**config.mk**
```make
export PLATFORM = sky130hd
export DESIGN_NAME = ack_frame_parser_core
export DESIGN_NICKNAME = d
export VERILOG_FILES = /design/src/rtl/ackfp_pkg.sv /design/src/rtl/ack_frame_parser_core.sv
export SDC_FILE = /design/constraint.sdc
export NUM_CORES = 1
export LEC_CHECK = 0
export ABC_AREA = 1
export BUFFER_PORTS_ARGS = -buffer_cell sky130_fd_sc_hd__buf_2
export CAP_MARGIN = 20
export CORE_MARGIN = 4
export CORE_UTILIZATION = 54
export CTS_CLUSTER_SIZE = 28
export DETAILED_ROUTE_END_ITERATION = 12
export PLACE_DENSITY = 0.75
export SYNTH_ARGS = -nofsm -noshare
export SYNTH_HDL_FRONTEND = slang
export SYNTH_SLANG_ARGS = --single-unit
export TNS_END_PERCENT = 5
```
**constraint.sdc**
```tcl
create_clock -name clk -period 6.1 [get_ports clk]
set_input_delay 1.22 -clock clk [delete_from_list [all_inputs] [get_ports clk]]
set_output_delay 1.22 -clock clk [all_outputs]
set_load 0.02 [all_outputs]
```
**src/rtl/ackfp_pkg.sv**
```systemverilog
// Package for the ACK frame parser: beat structs, result kinds, parse phases
// and frame layout constants. No dependencies.
package ackfp_pkg;

  // Frame layout
  localparam int unsigned HEADER_LEN = 10;
  localparam int unsigned PAIR_LEN   = 4;
  localparam int unsigned POS_W      = 11;

  // Configuration register indexes
  localparam int unsigned CFG_IDX_W = 2;
  localparam logic [CFG_IDX_W-1:0] CFG_ACK_TYPE_CODE = 2'd0;
  localparam logic [CFG_IDX_W-1:0] CFG_PAIR_LIMIT    = 2'd1;

  typedef enum logic [1:0] {
    KIND_HEADER = 2'd0,
    KIND_PAIR   = 2'd1,
    KIND_END    = 2'd2,
    KIND_ERROR  = 2'd3
  } kind_t;

  typedef enum logic [1:0] {
    PH_WAIT   = 2'd0,
    PH_HEADER = 2'd1,
    PH_PAIRS  = 2'd2,
    PH_DRAIN  = 2'd3
  } phase_t;

  typedef struct packed {
    logic [7:0] data_byte;
    logic       end_of_buffer;
  } in_beat_t;

  typedef struct packed {
    kind_t       kind;
    logic [31:0] top_acked;
    logic [15:0] ack_delay;
    logic [8:0]  range_total;
    logic [15:0] lead_range;
    logic [7:0]  pair_index;
    logic [15:0] gap_value;
    logic [15:0] range_value;
    logic [10:0] consumed_bytes;
    logic        frame_done;
  } out_beat_t;

endpackage

```
**src/rtl/ack_frame_parser_core.sv**
```systemverilog
// ACK frame parser top level: byte-wise parse state machine and result register.
// Depends on ackfp_pkg.
//
// Usage: one frame byte per input beat on in_data (data_byte, end_of_buffer).
// The first byte is the type byte, checked against register ack_type_code.
// Each byte gives zero or one result beat on out_data: a header result when
// the first range completes, one result per gap/range pair up to pair_limit,
// an end result when the last pair was skipped, or an error result for a bad
// type byte or a buffer that ends inside a frame. frame_done marks the last
// result of a frame; consumed_bytes then carries the frame length, or zero on an error result.
// A result is registered and valid the cycle after the byte that causes it.
// Throughput: one byte per cycle unless in_ready is low; the parse step is a
// single state update between input handshake and the result register.
// in_ready drops only when the result register is full and out_ready is low,
// so a stalled receiver holds back input with no beat lost.
// Configuration beats on cfg_* are always accepted; write only while idle.
// Reset: parser waits for a type byte, ack_type_code = 0, pair_limit = 255,
// no result pending.
module ack_frame_parser_core (
  input  logic                                clk,
  input  logic                                rst_n,
  input  logic                                in_valid,
  output logic                                in_ready,
  input  ackfp_pkg::in_beat_t                 in_data,
  output logic                                out_valid,
  input  logic                                out_ready,
  output ackfp_pkg::out_beat_t                out_data,
  input  logic                                cfg_valid,
  output logic                                cfg_ready,
  input  logic [ackfp_pkg::CFG_IDX_W-1:0]     cfg_index,
  input  logic [7:0]                          cfg_data
);

  localparam logic [ackfp_pkg::POS_W-1:0] POS_ONE      = 11'd1;
  localparam logic [ackfp_pkg::POS_W-1:0] POS_LARGEST  = 11'd4;
  localparam logic [ackfp_pkg::POS_W-1:0] POS_DELAY    = 11'd6;
  localparam logic [ackfp_pkg::POS_W-1:0] POS_EXTRA    = 11'd7;
  localparam logic [ackfp_pkg::POS_W-1:0] POS_HDR_LAST = 11'd9;
  localparam logic [ackfp_pkg::POS_W-1:0] HDR_LEN =
    ackfp_pkg::POS_W'(ackfp_pkg::HEADER_LEN);

  // Configuration registers
  logic [7:0] ack_type_code_r;
  logic [7:0] pair_limit_r;

  // Parse state
  ackfp_pkg::phase_t          phase_r, phase_nxt;
  logic [ackfp_pkg::POS_W-1:0] pos_r, pos_nxt;
  logic [31:0]                largest_r, largest_nxt;
  logic [15:0]                delay_r, delay_nxt;
  logic [7:0]                 extra_r, extra_nxt;
  logic [7:0]                 seen_r, seen_nxt;
  logic [15:0]                gap_r, gap_nxt;
  logic [15:0]                shift_r, shift_nxt;

  // Result register
  logic                 out_valid_r;
  ackfp_pkg::out_beat_t out_data_r;

  logic                 in_fire;
  logic                 emit;
  logic                 complete;
  logic                 err;
  logic                 last_pair;
  logic [1:0]           pair_off;
  logic [7:0]           seen_inc;
  ackfp_pkg::out_beat_t res;

  assign in_ready  = !out_valid_r || out_ready;
  assign in_fire   = in_valid && in_ready;
  assign out_valid = out_valid_r;
  assign out_data  = out_data_r;
  assign cfg_ready = 1'b1;

  // Configuration writes; unknown indexes are dropped
  always_ff @(posedge clk) begin
    if (!rst_n) begin
      ack_type_code_r <= 8'd0;
      pair_limit_r    <= 8'd255;
    end else if (cfg_valid) begin
      if (cfg_index == ackfp_pkg::CFG_ACK_TYPE_CODE) begin
        ack_type_code_r <= cfg_data;
      end
      if (cfg_index == ackfp_pkg::CFG_PAIR_LIMIT) begin
        pair_limit_r <= cfg_data;
      end
    end
  end

  // Parse step for one byte
  always_comb begin
    phase_nxt   = phase_r;
    pos_nxt     = pos_r;
    largest_nxt = largest_r;
    delay_nxt   = delay_r;
    extra_nxt   = extra_r;
    seen_nxt    = seen_r;
    gap_nxt     = gap_r;
    shift_nxt   = shift_r;
    emit        = 1'b0;
    complete    = 1'b0;
    err         = 1'b0;
    last_pair   = 1'b0;
    res         = '0;
    pair_off    = pos_r[1:0] - 2'd2;
    seen_inc    = seen_r + 8'd1;
    if (in_fire) begin
      unique case (phase_r)
        ackfp_pkg::PH_WAIT: begin
          pos_nxt = '0;
          if (in_data.data_byte != ack_type_code_r) begin
            err       = 1'b1;
            phase_nxt = ackfp_pkg::PH_DRAIN;
          end else begin
            phase_nxt = ackfp_pkg::PH_HEADER;
            pos_nxt   = POS_ONE;
          end
        end
        ackfp_pkg::PH_HEADER: begin
          if (pos_r <= POS_LARGEST) begin
            largest_nxt = {largest_r[23:0], in_data.data_byte};
          end else if (pos_r <= POS_DELAY) begin
            delay_nxt = {delay_r[7:0], in_data.data_byte};
          end else if (pos_r == POS_EXTRA) begin
            extra_nxt = in_data.data_byte;
          end else begin
            shift_nxt = {shift_r[7:0], in_data.data_byte};
          end
          // header complete with the first range
          if (pos_r >= POS_HDR_LAST) begin
            emit              = 1'b1;
            res.kind          = ackfp_pkg::KIND_HEADER;
            res.top_acked     = largest_r;
            res.ack_delay     = delay_r;
            res.range_total   = {1'b0, extra_r} + 9'd1;
            res.lead_range    = shift_nxt;
            if (extra_r == 8'd0) begin
              complete  = 1'b1;
              phase_nxt = ackfp_pkg::PH_DRAIN;
            end else begin
              seen_nxt  = '0;
              phase_nxt = ackfp_pkg::PH_PAIRS;
            end
          end
          pos_nxt = pos_r + POS_ONE;
        end
        ackfp_pkg::PH_PAIRS: begin
          if (!pair_off[1]) begin
            gap_nxt = {gap_r[7:0], in_data.data_byte};
          end else begin
            shift_nxt = {shift_r[7:0], in_data.data_byte};
          end
          // last byte of a pair
          if (pair_off == 2'd3) begin
            seen_nxt  = seen_inc;
            last_pair = (seen_inc == extra_r);
            if (seen_r < pair_limit_r) begin
              emit            = 1'b1;
              res.kind        = ackfp_pkg::KIND_PAIR;
              res.pair_index  = seen_r;
              res.gap_value   = gap_r;
              res.range_value = shift_nxt;
            end else if (last_pair) begin
              emit     = 1'b1;
              res.kind = ackfp_pkg::KIND_END;
            end
            if (last_pair) begin
              complete  = 1'b1;
              phase_nxt = ackfp_pkg::PH_DRAIN;
            end
          end
          pos_nxt = pos_r + POS_ONE;
        end
        ackfp_pkg::PH_DRAIN: begin
        end
        default: begin
        end
      endcase

      // buffer ended inside a frame
      if (in_data.end_of_buffer &&
          (phase_nxt == ackfp_pkg::PH_HEADER || phase_nxt == ackfp_pkg::PH_PAIRS)) begin
        err = 1'b1;
      end

      if (err) begin
        res            = '0;
        res.kind       = ackfp_pkg::KIND_ERROR;
        res.frame_done = 1'b1;
        emit           = 1'b1;
      end else if (complete) begin
        res.consumed_bytes = HDR_LEN + {1'b0, extra_r, 2'b00};
        res.frame_done     = 1'b1;
      end

      if (in_data.end_of_buffer) begin
        phase_nxt = ackfp_pkg::PH_WAIT;
        pos_nxt   = '0;
      end
    end
  end

  // Parse state registers
  always_ff @(posedge clk) begin
    if (!rst_n) begin
      phase_r   <= ackfp_pkg::PH_WAIT;
      pos_r     <= '0;
      largest_r <= '0;
      delay_r   <= '0;
      extra_r   <= '0;
      seen_r    <= '0;
      gap_r     <= '0;
      shift_r   <= '0;
    end else begin
      phase_r   <= phase_nxt;
      pos_r     <= pos_nxt;
      largest_r <= largest_nxt;
      delay_r   <= delay_nxt;
      extra_r   <= extra_nxt;
      seen_r    <= seen_nxt;
      gap_r     <= gap_nxt;
      shift_r   <= shift_nxt;
    end
  end

  // Result register: loads on an emitting byte, drains on out_ready
  always_ff @(posedge clk) begin
    if (!rst_n) begin
      out_valid_r <= 1'b0;
    end else if (in_fire && emit) begin
      out_valid_r <= 1'b1;
    end else if (out_ready) begin
      out_valid_r <= 1'b0;
    end
  end

  always_ff @(posedge clk) begin
    if (in_fire && emit) begin
      out_data_r <= res;
    end
  end

endmodule

```
Word level (Yosys, flattened, before mapping)
Index checks and enable logic that the tools add are counted.

operators by class
  add/sub/neg operators = 5
  $lt $le $gt $ge = 4
  equal/unequal tests = 12
  mux-type cells = 50
  bitwise gates (word level) = 10
  reduce and logical (&&, ||, !) cells = 25

operators by type and width
  cell                                                                                  count
  73-bit two-way mux                                                                    2
  40-bit two-way mux                                                                    3
  115-bit two-way mux                                                                   1
  16-bit two-way mux                                                                    4
  16-bit one-hot mux with 2 select lines                                                1
  8-bit two-way mux                                                                     3
  11-bit by 3-bit less-or-equal comparator with 1-bit output, second input constant     2
  11-bit one-hot mux with 2 select lines                                                1
  1-bit two-way mux                                                                     20
  2-bit two-way mux                                                                     9
  8-bit one-hot mux with 2 select lines                                                 1
  11-bit by 1-bit adder with 11-bit output, second input constant                       1
  4-bit by 10-bit adder with 11-bit output, first input constant                        1
  11-bit by 3-bit == test with 1-bit output, second input constant                      1
  11-bit by 4-bit greater-or-equal comparator with 1-bit output, second input constant  1
  11-bit two-way mux                                                                    1
  1-bit NOT                                                                             10
  5-bit AND reduction                                                                   2
  8-bit by 1-bit adder with 9-bit output, second input constant                         1
  8-bit by 1-bit adder with 8-bit output, second input constant                         1
  8-bit == test                                                                         1
  8-bit logical NOT                                                                     1
  8-bit less-than comparator                                                            1
  8-bit inequality test                                                                 1
  other kinds (20)                                                                      36

storage, ports and cells
  register bits after elaboration = 253
  logic and storage cells = 127

Longest topological paths before layout
Gate-level depths: netlist of the first run.

  depth in word-level cells = 15
  depth in mapped cells = 19
  gate-level depth less buffers = 18

Worst setup path after synthesis of the first run
OpenSTA, ideal clock, no wires.

  path type = input -> register
  start = input in_data[2] (netlist name)
  end = register out_data_r, in the netlist out_data[0] (enable)
  library setup time = 479 ps
  arrival = 4722 ps
  required time = 5621 ps
  setup slack = 898 ps
  stages on the path = 13
  buffers on the path = 0
  cell sequence = xnor2_1 -> nand2_1 -> nor2_1 -> nand2_1 -> nand2_1 -> nand3b_1 -> nand2_1 -> inv_1 -> nand3_1 -> nand3_2 -> nand3_1 -> nand2_1 -> inv_1

between the ends
  longest elaborated chain between the ends = 12

RTL lines
  item                                                                       RTL line                      source
  start, declared                                                            ack_frame_parser_core.sv:24   input ackfp_pkg::in_beat_t in_data,
  8-bit inequality test (*)                                                  ack_frame_parser_core.sv:111  if (in_data.data_byte != ack_type_code_r) begin
  2-bit two-way mux                                                          ack_frame_parser_core.sv:111
  2-bit one-hot mux with 3 select lines                                      ack_frame_parser_core.sv:108  unique case (phase_r)
  2-bit two-way mux                                                          ack_frame_parser_core.sv:107  if (in_fire) begin
  2-bit by 1-bit == test with 1-bit output or 2-bit == test (tied branches)  ack_frame_parser_core.sv:182  (phase_nxt == ackfp_pkg::PH_HEADER || phase_nxt == ackfp_pkg::PH_PAIRS)) begin
  1-bit logical OR                                                           ack_frame_parser_core.sv:182
  1-bit logical AND                                                          ack_frame_parser_core.sv:181  if (in_data.end_of_buffer &&
  1-bit two-way mux (*)                                                      ack_frame_parser_core.sv:181
  1-bit two-way mux (*)                                                      ack_frame_parser_core.sv:107
  1-bit two-way mux (*)                                                      ack_frame_parser_core.sv:186  if (err) begin
  1-bit two-way mux (*)                                                      ack_frame_parser_core.sv:107
  1-bit logical AND (*)                                                      ack_frame_parser_core.sv:238  if (in_fire && emit) begin
  end signal, assigned                                                       ack_frame_parser_core.sv:239  out_data_r <= res;
  end, declared                                                              ack_frame_parser_core.sv:58   ackfp_pkg::out_beat_t out_data_r;

Mark *: on every way between the ends. The rest lies on a longest branch, timed or not. The select of a mux whose other input is x is not followed.
A chain may end at the register's enable or synchronous reset.

Worst setup path after layout of the first run
  start = register phase_r[0]
  end = register out_data_r, in the netlist out_data[77] (data pin)

between the ends
  longest elaborated chain between the ends = 10

RTL lines
  item                                                                       RTL line                      source
  start, declared                                                            ack_frame_parser_core.sv:47   ackfp_pkg::phase_t phase_r, phase_nxt;
  start signal, assigned                                                     ack_frame_parser_core.sv:206  phase_r <= ackfp_pkg::PH_WAIT;
  start signal, assigned                                                     ack_frame_parser_core.sv:215  phase_r <= phase_nxt;
  2-bit two-way mux                                                          ack_frame_parser_core.sv:167  if (last_pair) begin
  2-bit two-way mux                                                          ack_frame_parser_core.sv:154  if (pair_off == 2'd3) begin
  2-bit one-hot mux with 3 select lines                                      ack_frame_parser_core.sv:108
  2-bit two-way mux                                                          ack_frame_parser_core.sv:107
  2-bit by 1-bit == test with 1-bit output or 2-bit == test (tied branches)  ack_frame_parser_core.sv:182
  1-bit logical OR                                                           ack_frame_parser_core.sv:182
  1-bit logical AND                                                          ack_frame_parser_core.sv:181
  1-bit two-way mux                                                          ack_frame_parser_core.sv:181
  1-bit two-way mux                                                          ack_frame_parser_core.sv:107
  4-bit OR reduction (no source line) (*)                                    -

Marked as above.

==> results.md, run 1 <==
* Final HPWL DP at 17,200 microns
* Vias per cell at 5.20
* CP endpoint: out_data[77]$_SDFFCE_PP0P_
* WP depth at 14
* H-tree level count at 1
* Top-count cell post-synth: nand2_1
* Clock Path Buffers at 3
* Library cells used by synthesis at 42
* # rows at 52
* Vias in the first global route at 7,960
* Post-Layout Cell Count at 1,599
* Fillers at 1,683
* Top cells by area, synth: edfxtp_1 (34%), dfxtp_1 (22%), nor2_4 (7.2%), nand2_1 (5.9%), a21oi_1 (5.5%)
* Global-route wire length before repair at 40,800 microns
* Gpl congestion at 0.883
* Clock share of power at 0.402
* I/O Buffers at 151
* Cell-internal power at 2880 uW
* Final Skew at 15.0 ps
* Die width at 153 microns
* Multi-input logic area at 4050 sq um
* FF-to-FF Start: phase_r[0]$_SDFFE_PN0P_
* Final ANT Viol Nets at 0
* RSZ-0062 raised after global routing: no
* Switching part of the total at 0.245
* Post-CTS Resized at 0
* Setup ws final at 2320 ps
* Worst EP required at 6360 ps
* CP max stage delay at 670 ps
* Top delay family on crit path: simple AND/OR/NAND/NOR gates
* Crit path arrival time at 4050 ps
* Nets at 1,353
* Antenna violations before repair at 0
* Top cell type's share of synthesized area at 0.335
* Fin crit period at 3780 ps
* Post-synthesis async set-or-reset flop share at 0
* Area Overhead vs Synth at 14.5%
* Final setup vio count at 0
* Comb pwr share at 0.097
* Crit path cell chain: inv_1 > ha_1 > inv_1 > o211ai_1 > nand3b_1 > nand2_1 > inv_1 > nand3_1 > nand3_2 > nand2_4 > nor2_8 > nand2_8 > buf_4 > nor2_4
* CTS sink cnt at 252
* Critical path type: reg2reg
* CP max stage cell: nand2_8
* Static Leak at 0.00505 uW
* CTS tree: built
* Commonest cells post-synth: nand2_1 (177), inv_1 (154), dfxtp_1 (126), edfxtp_1 (126), a21oi_1 (125)
* Sequential Area at 6310 sq um
* Hold Slack at 458 ps
* Ratio of cells with drive above 1 in the final layout at 0.212
* Post-Synthesis Cells at 1,186
* R2R Path End: out_data[77]$_SDFFCE_PP0P_
* Period utilisation layout at 0.620
* Syn Std Cell Area at 11,300 sq um
* Die Footprint at 23,300 sq um
* Initial Utilization at 0.553
* Switching power at 933 uW
* Ys flop type: edfxtp_1
* Slew Viols, Final at 0
* Worst Setup SP: phase_r[0]$_SDFFE_PN0P_
* Outcome: finished clean
* Final Hold Fails at 0
* Largest net degree at the start of global routing at 70
* Relative slew margins at 0.349
* DRT iter0 DRCs at 792
* Clock transition at path regs at 60 ps
* Worst R2R Path Depth at 14
* Flop2flop setup slack at 2320 ps
* Dpl cells at 1,553
* Drt first pass iters at 5
* FMAX at 265 MHz
* Tot GR Track Use at 0.210
* Max-cap violations at 0
* CTS Buf Count at 25
* CTS Root Buffer Type: clkbuf_16
* Avg WL per Cell at 15.8 microns
* Post-synthesis sequential area ratio at 0.559
* N_diodes at 0
* DRC at 0
* Worst hold path class: reg2reg
* Die span in y at 153 microns
* Peak VDD IR at 0.172 mV
* Global route overflow at 0
* Top cell type by total area after synthesis: edfxtp_1
* Synthesis Warnings at 0
* Max FO, Critical Path at 58
* Core area at 20,400 sq um
* Skew-Pair Late Insertion Delay at 530 ps
* DRT Wirelength at 25,300 microns
* Post-CTS setup repair buffer count at 0
* Sequential Power Share at 0.501
* # hold bufs at CTS at 0
* Avg Cell Area, Syn at 9.52 sq um
* Crit end category: flip-flop
* Syn_nets at 1,228
* DR vias at 8,312
* CP startpoint kind: flip-flop
* PD cells at 295 nW/um^2
* Least-Margin Pin Slew at 977 ps
* Utilization after layout at 0.633
* #FFs+latches synth at 252
* Worst path bufs/invs at 4
* # IOs at 154
* Number of synthesized flops with an enable pin at 126
* Most frequent CP cell: inv_1
* Setup TNS Final at 0 ps
* Dpl ws at 1860 ps
[final cells by class]
class / count / area share
clock buffer: 32 / 0.0520
clock inverter: 13 / 0.0110
inverter: 157 / 0.0458
multi-input combinational: 717 / 0.313
sequential: 252 / 0.488
tap: 270 / 0.0261
timing repair buffer: 158 / 0.0641
[how the worst min path moves through the flow]
stage / startpoint / to / cells past startpoint
after floorplan: gap_r[10]$_SDFFE_PN0P_ / gap_r[10]$_SDFFE_PN0P_ / 2
after global placement: gap_r[13]$_SDFFE_PN0P_ / gap_r[13]$_SDFFE_PN0P_ / 2
after detailed placement: gap_r[13]$_SDFFE_PN0P_ / gap_r[13]$_SDFFE_PN0P_ / 2
after CTS: gap_r[13]$_SDFFE_PN0P_ / gap_r[13]$_SDFFE_PN0P_ / 2
after global routing: gap_r[13]$_SDFFE_PN0P_ / gap_r[13]$_SDFFE_PN0P_ / 2
final: gap_r[10]$_SDFFE_PN0P_ / gap_r[10]$_SDFFE_PN0P_ / 2
[tightest hold or removal path, cell delays in order (launching register included)]
cell,delay (ps)
dfxtp_1,290
inv_1,60
a21oi_1,60
[power by group through the flow]
stage	sequential (uW)	combinational [uW]	clock, uW
floorplan	2030	161	0
global placement	1940	366	0
detailed placement	1940	371	0
CTS	1910	373	1550
global route	1920	403	1630
finish	1910	370	1530
[cell usage in the layout, fill, tap and decap left out, types with 2 or more instances in the layout]
cell type	Yosys	layout
clkinv_1	0	4
bufinv_16	0	3
clkbuf_1	41	5
nor2_4	72	72
nand3_2	2	2
edfxtp_1	126	126
inv_2	3	3
nand2_2	4	4
nand2_1	177	177
dfxtp_1	126	126
clkbuf_8	0	2
clkinv_2	0	4
nor4_1	2	2
nor2_1	94	94
a211oi_1	8	8
buf_4	2	5
clkbuf_16	0	25
conb_1	2	2
o211ai_1	9	9
ha_1	18	18
a21oi_1	125	125
a31oi_1	6	6
nand4_1	4	4
nand3_1	32	32
inv_1	154	153
xor2_1	5	5
o21ai_0	121	121
nor3b_1	3	3
xnor2_1	10	10
nor3_1	10	10
buf_2	7	151
[metal layers]
layer	up-vias	global-route usage	wire length (microns)
met3	37	0.0298	1630
li1	4138	-	-
met1	3873	0.289	11100
met5	-	0	0
met4	0	0.0462	401
met2	264	0.356	12200
[metrics by stage]
step	instance area [sq um]	power, uW
global route	12900	3940
finish	12900	3810
detailed placement	12100	2310
global placement	12100	2310
floorplan	11300	2190
CTS	12900	3830
[flip-flops by register name (all words and copies together) (netlist names), 11 cells and up]
name,flops
largest_r,32
gap_r,16
shift_r,16
delay_r,16
pos_r,11
out_data,126
[kinds of logic after synthesis]
| family | after synthesis | synth area share |
|---|---|---|
| buffers and inverters | 217 | 0.0838 |
| AOI/OAI and AO/OA | 273 | 0.126 |
| DFF | 252 | 0.559 |
| xor gates and xnor gates | 15 | 0.0116 |
| other | 2 | 0.000665 |
| and+or+nand+nor | 409 | 0.199 |
| adders and majority gates | 18 | 0.0199 |
Note: power is estimated with default switching activity, not from simulation.
==> run 2: changes to the inputs <==
--- a/config.mk
+++ b/config.mk
@@ -5,11 +5,11 @@
 export SDC_FILE = /design/constraint.sdc
 export NUM_CORES = 1
 export LEC_CHECK = 0
-export ABC_AREA = 1
+export ABC_AREA = 0
 export BUFFER_PORTS_ARGS = -buffer_cell sky130_fd_sc_hd__buf_2
 export CAP_MARGIN = 20
 export CORE_MARGIN = 4
-export CORE_UTILIZATION = 54
+export CORE_UTILIZATION = 52
 export CTS_CLUSTER_SIZE = 28
 export DETAILED_ROUTE_END_ITERATION = 12
 export PLACE_DENSITY = 0.75
==> constraint.sdc (replaced) <==
create_clock -name clk -period 3.33 [get_ports clk]
set_input_delay 0.666 -clock clk [delete_from_list [all_inputs] [get_ports clk]]
set_output_delay 0.666 -clock clk [all_outputs]
set_load 0.02 [all_outputs]
==> run 2 against run 1 <==
  * Area after synthesis shrank 3.0%
  * Via count shrank 8.5%
  * Sequential power grew 81%
  * Utilization shrank 0.13 points
  * Critical path depth shrank 6
  * Combinational power grew 68%
  * Fmax grew 16%
  * Global-route usage shrank 1.3 points
  * Critical endpoint is now out_data[25]$_SDFFCE_PP0P_
  * Largest power group unchanged
==> results.md, run 2 <==
* Syn_nets at 1,047 (was 1,228)
* Dpl cells at 1,396 (was 1,553)
* Critical path type: reg2reg (unchanged)
* H-tree level count at 1 (unchanged)
* Final Cell Area at 12,900 sq um (about the same)
* Final setup vio count at 0 (unchanged)
* CTS Root Buffer Type: clkbuf_16 (unchanged)
* Synthesis Warnings at 0 (unchanged)
* Die span in y at 153 microns (about the same)
* Slew Viols, Final at 0 (unchanged)
* Post-synthesis sequential area ratio at 0.576 (was 0.559)
* Clock Path Buffers at 3 (unchanged)
* Hold Path Origin: cfg_data[3] (was gap_r[10]$_SDFFE_PN0P_)
* Least-Margin Pin Slew at 778 ps (was 977 ps)
* CTS tree: built (unchanged)
* Flop2flop setup slack at 70 ps (was 2320 ps)
* Commonest non-fill, non-tap cell in the layout: buf_2 (was nand2_1)
* Max FO, Critical Path at 66 (was 58)
* CTS sink cnt at 252 (unchanged)
* Peak VDD IR at 0.266 mV (was 0.172 mV)
* #FFs+latches synth at 252 (unchanged)
* Syn Std Cell Area at 11,000 sq um (was 11,300 sq um)
* Number of synthesized flops with an enable pin at 126 (unchanged)
* Final Hold Fails at 0 (unchanged)
* Final HPWL DP at 16,000 microns (was 17,200 microns)
* CP max stage cell: dfxtp_1 (was nand2_8)
* Commonest non-fill, non-tap cells in the layout: buf_2 (151), nand2_1 (142), edfxtp_1 (126), dfxtp_1 (123), mux2i_1 (81) (was nand2_1 (177), inv_1 (153), buf_2 (151), dfxtp_1 (126), edfxtp_1 (126))
* Crit path arrival time at 3420 ps (was 4050 ps)
* Top-count cell post-synth: nand2_1 (unchanged)
* FMAX at 307 MHz (was 265 MHz)
* Post-Layout Cell Count at 1,442 (was 1,599)
* Worst EP required at 3500 ps (was 6360 ps)
* DR vias at 7,602 (was 8,312)
* Largest net degree at the start of global routing at 67 (was 70)
* Skew-Pair Late Insertion Delay at 520 ps (was 530 ps)
* Area Overhead vs Synth at 18.1% (was 14.5%)
* Cell-internal power at 5190 uW (was 2880 uW)
* CP max stage delay at 520 ps (was 670 ps)
* Sequential Power Share at 0.508 (was 0.501)
* Crit path cell chain: xor2_1 > nor4b_1 > o21ai_0 > a2111o_1 > a2111o_1 > and2_4 > a31oi_4 > buf_12 (was inv_1 > ha_1 > inv_1 > o211ai_1 > nand3b_1 > nand2_1 > inv_1 > nand3_1 > nand3_2 > nand2_4 > nor2_8 > nand2_8 > buf_4 > nor2_4)
* Avg Cell Area, Syn at 10.9 sq um (was 9.52 sq um)
* # hold bufs at CTS at 0 (unchanged)
* Ratio of cells with drive above 1 in the final layout at 0.208 (was 0.212)
* Number of flip-flops in the largest register at 126 (unchanged)
* PD cells at 527 nW/um^2 (was 295 nW/um^2)
* Gpl congestion at 0.926 (was 0.883)
* Vias per cell at 5.27 (was 5.20)
* Switching power at 1630 uW (was 933 uW)
* Global route overflow at 0 (unchanged)
* Global-route wire length before repair at 38,300 microns (was 40,800 microns)
* Worst R2R Path Depth at 8 (was 14)
* Die width at 153 microns (about the same)
* Drt first pass iters at 5 (unchanged)
* Top cell type by total area after synthesis: edfxtp_1 (unchanged)
* DRT iter0 DRCs at 491 (was 792)
* Fillers at 1,631 (was 1,683)
* Library cells used by synthesis at 59 (was 42)
* DRT Wirelength at 23,600 microns (was 25,300 microns)
* Vias in the first global route at 7,379 (was 7,960)
* Tot GR Track Use at 0.197 (was 0.210)
* Relative slew margins at 0.478 (was 0.349)
* I/O Buffers at 151 (unchanged)
* Outcome: finished clean (unchanged)
* Final Skew at 28.7 ps (was 15.0 ps)
* Clock share of power at 0.401 (was 0.402)
* Fin crit period at 3260 ps (was 3780 ps)
* DRC at 0 (unchanged)
* Comb pwr share at 0.091 (was 0.097)
* Ys flop type: edfxtp_1 (unchanged)
* N_diodes at 0 (unchanged)
* Crit end category: flip-flop (unchanged)
* Core area at 20,500 sq um (was 20,400 sq um)
* RSZ-0062 raised after global routing: yes (was no)
* CTS Buf Count at 25 (unchanged)
* Clock transition at path regs at 70 ps (was 60 ps)
* Top cells by area, synth: edfxtp_1 (35%), dfxtp_1 (23%), mux2i_1 (7.4%), nand2_1 (4.9%), and2_1 (4.3%) (was edfxtp_1 (34%), dfxtp_1 (22%), nor2_4 (7.2%), nand2_1 (5.9%), a21oi_1 (5.5%))
* R2R Path End: out_data[25]$_SDFFCE_PP0P_ (was out_data[77]$_SDFFCE_PP0P_)
* Switching part of the total at 0.239 (was 0.245)
* Period utilisation layout at 0.978 (was 0.620)
* Hold Slack at 383 ps (was 458 ps)
* Static Leak at 0.00490 uW (was 0.00505 uW)
* Final ANT Viol Nets at 0 (unchanged)
* Post-Synthesis Cells at 1,005 (was 1,186)
* Die Footprint at 23,400 sq um (was 23,300 sq um)
* # IOs at 154 (unchanged)
* Max-cap violations at 0 (unchanged)
* Antenna violations before repair at 1 (was 0)
* Placed instance area at 12,100 sq um (about the same)
* # rows at 52 (unchanged)
* FF-to-FF Start: extra_r[7]$_SDFFE_PN0P_ (was phase_r[0]$_SDFFE_PN0P_)
* Post-synthesis async set-or-reset flop share at 0 (unchanged)
* Cells on Worst Hold Path at 3 (was 2)
* Nets at 1,195 (was 1,353)
* Worst hold path class: in2reg (was reg2reg)
* Commonest cells post-synth: nand2_1 (142), dfxtp_1 (126), edfxtp_1 (126), mux2i_1 (81), and2_1 (75) (was nand2_1 (177), inv_1 (154), dfxtp_1 (126), edfxtp_1 (126), a21oi_1 (125))
* CP startpoint kind: flip-flop (unchanged)
* Most frequent CP cell: a2111o_1 (was inv_1)
* Top cell type's share of synthesized area at 0.345 (was 0.335)
* Hold path endpoint: pair_limit_r[3]$_SDFFE_PN1P_ (was gap_r[10]$_SDFFE_PN0P_)
* Avg WL per Cell at 16.4 microns (was 15.8 microns)
* Initial Utilization at 0.534 (was 0.553)
* Setup TNS Final at 0 ps (unchanged)
[run 2: cell types whose count changed after synthesis, moves of 20 or more]
cell / previous run / this run
a21boi_0: 0 / 51
a21oi_1: 125 / 10
and2_1: 1 / 75
inv_1: 154 / 23
mux2i_1: 0 / 81
nand2_1: 177 / 142
nor2_1: 94 / 66
nor2_4: 72 / 0
nor2b_1: 0 / 57
o21ai_0: 121 / 7
xor2_1: 5 / 25
[run 2: layout make-up]
cell class / instances / area, sq um / share of cell area
repair buffers: 187 / 1050 / 0.0812
inverters: 23 / 86.3 / 0.00667
flip-flops and latches: 252 / 6310 / 0.488
clock inverters: 9 / 78.8 / 0.00609
well taps: 270 / 338 / 0.0261
clock buffers: 37 / 722 / 0.0558
multi-input cells: 664 / 4350 / 0.336
[run 2: timing repair]
action	CTS	global route
setup buffers	0	0
hold endpoints to repair	0	0
endpoints found under the setup margin	0	94
resized for setup	0	3
[run 2: worst max-delay path by stage]
| stage | start | endpoint | slack, ps | depth (start not counted) |
|---|---|---|---|---|
| 2_1_floorplan | in_data[8] | out_data[0]$_SDFFCE_PN0P_ | -1480 | 8 |
| 3_3_place_gp | in_data[4] | out_data[30]$_SDFFCE_PP0P_ | 110 | 9 |
| 3_5_place_dp | in_data[3] | out_data[44]$_SDFFCE_PP0P_ | 90 | 9 |
| 4_1_cts | extra_r[7]$_SDFFE_PN0P_ | out_data[30]$_SDFFCE_PP0P_ | 90 | 8 |
| 5_1_grt | seen_r[0]$_SDFFE_PN0P_ | out_data[7]$_SDFFCE_PP0P_ | -30 | 8 |
| 6_report | extra_r[7]$_SDFFE_PN0P_ | out_data[25]$_SDFFCE_PP0P_ | 70 | 8 |
[run 2: critical path: cells and delay by family (launching register included)]
kind | cells | cell delay, ps
DFF | 1 | 520
buffers and inverters | 1 | 370
and+or+nand+nor | 2 | 520
AOI/OAI and AO/OA | 4 | 1320
xor gates and xnor gates | 1 | 160
[run 2: per-stage QoR]
step                utilization  power (uW)  setup slack [ps]
global route              0.631        7040             -30.3
detailed placement        0.592        4150              94.6
CTS                       0.631        6870              85.5
finish                    0.631        6810              71.7
global placement          0.592        4140               115
floorplan                     -        3930             -1480
[run 2: kinds of logic (layout without fill, tap and decap cells)]
logic type,after synthesis,after routing,share of synthesized area
AO/OA/AOI/OAI,109,109,0.0754
XOR/XNOR,38,38,0.0304
adder cells (fa/ha/maj),18,18,0.0206
buffers and inverters,89,256,0.0336
flip-flops,252,252,0.576
multiplexers,81,81,0.0740
other,2,2,0.000686
AND/OR/NAND/NOR,416,416,0.190
[run 2: routing by layer]
layer  part of all wire  GRT usage  vias up
met1               0.45      0.270     3609
met2               0.47      0.329      213
met4              0.023     0.0560        2
li1                   -          -     3740
met3              0.060     0.0283       38
met5            0.00076          0        -
[run 2: power by group through the flow]
stage | Clock, uW | Sequential, uW | Combinational (uW)
after floorplan | 0 | 3700 | 229
after global placement | 0 | 3530 | 617
after detailed placement | 0 | 3520 | 624
after CTS | 2780 | 3460 | 626
after global routing | 2910 | 3470 | 663
final | 2730 | 3460 | 622
==> run 3: changes to the inputs <==
--- a/config.mk
+++ b/config.mk
@@ -8,6 +8,7 @@
 export ABC_AREA = 0
 export BUFFER_PORTS_ARGS = -buffer_cell sky130_fd_sc_hd__buf_2
 export CAP_MARGIN = 20
+export CORE_ASPECT_RATIO = 0.75
 export CORE_MARGIN = 4
 export CORE_UTILIZATION = 52
 export CTS_CLUSTER_SIZE = 28
==> constraint.sdc (replaced) <==
create_clock -name clk -period 3.33 [get_ports clk]
set_input_delay 0.333 -clock clk [delete_from_list [all_inputs] [get_ports clk]]
set_output_delay 0.333 -clock clk [all_outputs]
set_load 0.02 [all_outputs]
==> run 3 against run 2 <==
  * Sequential power hardly changed
  * Clock skew hardly changed
  * Setup slack better by 100 ps
  * Die area is 0.10% higher
  * Critical path depth is 2 higher
  * Total power is 0.39% higher
  * Routed wire length is 5.8% higher
  * Register-to-register slack better by 100 ps
  * Combinational power is 4.2% higher
  * Sequential cell count stayed put
  * Fmax is 3.2% higher
==> results.md, run 3 (synthesized netlist as in run 2, its figures left out) <==
* Relative slew margins at 0.372 (was 0.478)
* Fin crit period at 3160 ps (was 3260 ps)
* Commonest non-fill, non-tap cells in the layout: buf_2 (151), nand2_1 (142), edfxtp_1 (126), dfxtp_1 (119), mux2i_1 (81) (was buf_2 (151), nand2_1 (142), edfxtp_1 (126), dfxtp_1 (123), mux2i_1 (81))
* Initial Utilization at 0.536 (was 0.534)
* Vias in the first global route at 7,466 (was 7,379)
* Final Cell Area at 13,100 sq um (was 12,900 sq um)
* Die Footprint at 23,500 sq um (was 23,400 sq um)
* Number of flip-flops in the largest register at 126 (unchanged)
* Commonest non-fill, non-tap cell in the layout: buf_2 (unchanged)
* Final Hold Fails at 0 (unchanged)
* H-tree level count at 1 (unchanged)
* Flop2flop setup slack at 170 ps (was 70 ps)
* Least-Margin Pin Slew at 939 ps (was 778 ps)
* DRT iter0 DRCs at 659 (was 491)
* Final Skew at 29.1 ps (was 28.7 ps)
* Nets at 1,202 (was 1,195)
* Drt first pass iters at 5 (unchanged)
* CTS Buf Count at 25 (unchanged)
* Clock share of power at 0.399 (was 0.401)
* Final ANT Viol Nets at 0 (unchanged)
* Placed instance area at 12,200 sq um (was 12,100 sq um)
* Area Overhead vs Synth at 19.2% (was 18.1%)
* Cell-internal power at 5170 uW (was 5190 uW)
* Die span in y at 134 microns (was 153 microns)
* Skew-Pair Late Insertion Delay at 540 ps (was 520 ps)
* Final HPWL DP at 17,400 microns (was 16,000 microns)
* Worst hold path class: in2reg (unchanged)
* Global route overflow at 0 (unchanged)
* Peak VDD IR at 0.286 mV (was 0.266 mV)
* # IOs at 154 (unchanged)
* N_diodes at 0 (unchanged)
* Slew Viols, Final at 0 (unchanged)
* I/O Buffers at 151 (unchanged)
* Gpl congestion at 0.880 (was 0.926)
* Critical path type: reg2reg (unchanged)
* Crit path arrival time at 3380 ps (was 3420 ps)
* Hold Slack at 63.7 ps (was 383 ps)
* Hold Path Origin: cfg_data[6] (was cfg_data[3])
* # rows at 45 (was 52)
* Final setup vio count at 0 (unchanged)
* Tot GR Track Use at 0.211 (was 0.197)
* Clock transition at path regs at 60 ps (was 70 ps)
* Max FO, Critical Path at 32 (was 66)
* Hold path endpoint: pair_limit_r[6]$_SDFFE_PN1P_ (was pair_limit_r[3]$_SDFFE_PN1P_)
* PD cells at 524 nW/um^2 (was 527 nW/um^2)
* DRT Wirelength at 25,000 microns (was 23,600 microns)
* Post-Layout Cell Count at 1,461 (was 1,442)
* Comb pwr share at 0.095 (was 0.091)
* Post-CTS setup repair buffer count at 0 (unchanged)
* Worst EP required at 3550 ps (was 3500 ps)
* Dpl cells at 1,415 (was 1,396)
* R2R Path End: out_data[102]$_SDFFCE_PP0P_ (was out_data[25]$_SDFFCE_PP0P_)
* Vias per cell at 5.30 (was 5.27)
* Sequential Power Share at 0.506 (was 0.508)
* Die width at 176 microns (was 153 microns)
* Worst Setup SP: seen_r[1]$_SDFFE_PN0P_ (was extra_r[7]$_SDFFE_PN0P_)
* FMAX at 317 MHz (was 307 MHz)
* Static Leak at 0.00496 uW (was 0.00490 uW)
* Switching part of the total at 0.245 (was 0.239)
* CTS Root Buffer Type: clkbuf_16 (unchanged)
* Fillers at 1,666 (was 1,631)
* Worst R2R Path Depth at 10 (was 8)
* Period utilisation layout at 0.948 (was 0.978)
* DRC at 0 (unchanged)
* Global-route wire length before repair at 40,400 microns (was 38,300 microns)
* Avg WL per Cell at 17.1 microns (was 16.4 microns)
* Max-cap violations at 0 (unchanged)
* Antenna violations before repair at 1 (unchanged)
* Design Power at 6840 uW (was 6810 uW)
* RSZ-0062 raised after global routing: no (was yes)
* Ratio of cells with drive above 1 in the final layout at 0.221 (was 0.208)
* Utilization after layout at 0.639 (was 0.631)
* CTS sink cnt at 252 (unchanged)
* Core area at 20,400 sq um (was 20,500 sq um)
* Cells on Worst Hold Path at 3 (unchanged)
* Largest net degree at the start of global routing at 50 (was 67)
* FF-to-FF Start: seen_r[1]$_SDFFE_PN0P_ (was extra_r[7]$_SDFFE_PN0P_)
* DR vias at 7,736 (was 7,602)
* Switching power at 1670 uW (was 1630 uW)
* CP startpoint kind: flip-flop (unchanged)
* Outcome: finished clean (unchanged)
* Crit end category: flip-flop (unchanged)
* CTS tree: built (unchanged)
* Clock Path Buffers at 3 (unchanged)
## run 3: cell types whose count changed in the layout (fill, tap and decap cells not counted), moves of 2 or more
cell	previous run	this run
buf_4	34	39
buf_12	2	4
dfxtp_1	123	119
dfxtp_2	2	6
clkinv_2	4	6
clkbuf_8	3	1
clkbuf_1	8	6
## run 3: worst max-delay path by stage
stage                                        to  slack (ps)  cells after the start
floorplan             out_data[0]$_SDFFCE_PN0P_       -1440                      8
global placement     out_data[91]$_SDFFCE_PP0P_         190                      9
detailed placement   out_data[49]$_SDFFCE_PP0P_          90                      8
CTS                  out_data[97]$_SDFFCE_PP0P_          80                      9
global route        out_data[126]$_SDFFCE_PN0P_           1                     10
finish              out_data[102]$_SDFFCE_PP0P_         170                     10
## run 3: power groups by stage
stage | sequential (uW) | clock [uW] | combinational (uW)
finish | 3460 | 2730 | 648
detailed placement | 3530 | 0 | 646
floorplan | 3700 | 0 | 223
CTS | 3460 | 2780 | 649
global placement | 3530 | 0 | 638
global route | 3470 | 2900 | 693
## run 3: what timing repair did
item                       4_1_cts  5_1_grt
gates resized for setup          0       12
hold buffers                     0        0
hold endpoints to repair         0        0
setup endpoints to repair        0      126
## run 3: layer usage
layer / vias to the layer above / GRT usage / wire length [microns]
li1: 3753 / - / -
met1: 3695 / 0.328 / 11900
met2: 261 / 0.315 / 10900
met3: 25 / 0.0360 / 1870
met4: 2 / 0.0381 / 327
met5: - / 0 / 8
## run 3: through the flow
step / TNS [ps] / setup WS, ps
floorplan: -181640 / -1440
CTS: 0 / 79.3
detailed placement: 0 / 93.8
global route: 0 / 1.47
finish: 0 / 174
global placement: 0 / 185
## run 3: layout make-up
| cell class | count | area, sq um | area share |
|---|---|---|---|
| clock buffer | 33 | 687 | 0.0526 |
| clock inverter | 13 | 113 | 0.00863 |
| inverter | 23 | 86.3 | 0.00661 |
| multi-input combinational | 664 | 4370 | 0.335 |
| sequential | 252 | 6320 | 0.484 |
| tap | 282 | 353 | 0.0270 |
| timing repair buffer | 194 | 1130 | 0.0864 |
## run 3: worst max-delay path, stage by stage, from the launching register on
cell and delay, ps:
dfxtp_2 390, ha_4 230, or3b_2 140, o211ai_1 80
a311o_1 340, a2111o_1 320, a2111o_1 500, and2_4 230
a31oi_4 190, buf_12 200, buf_12 210
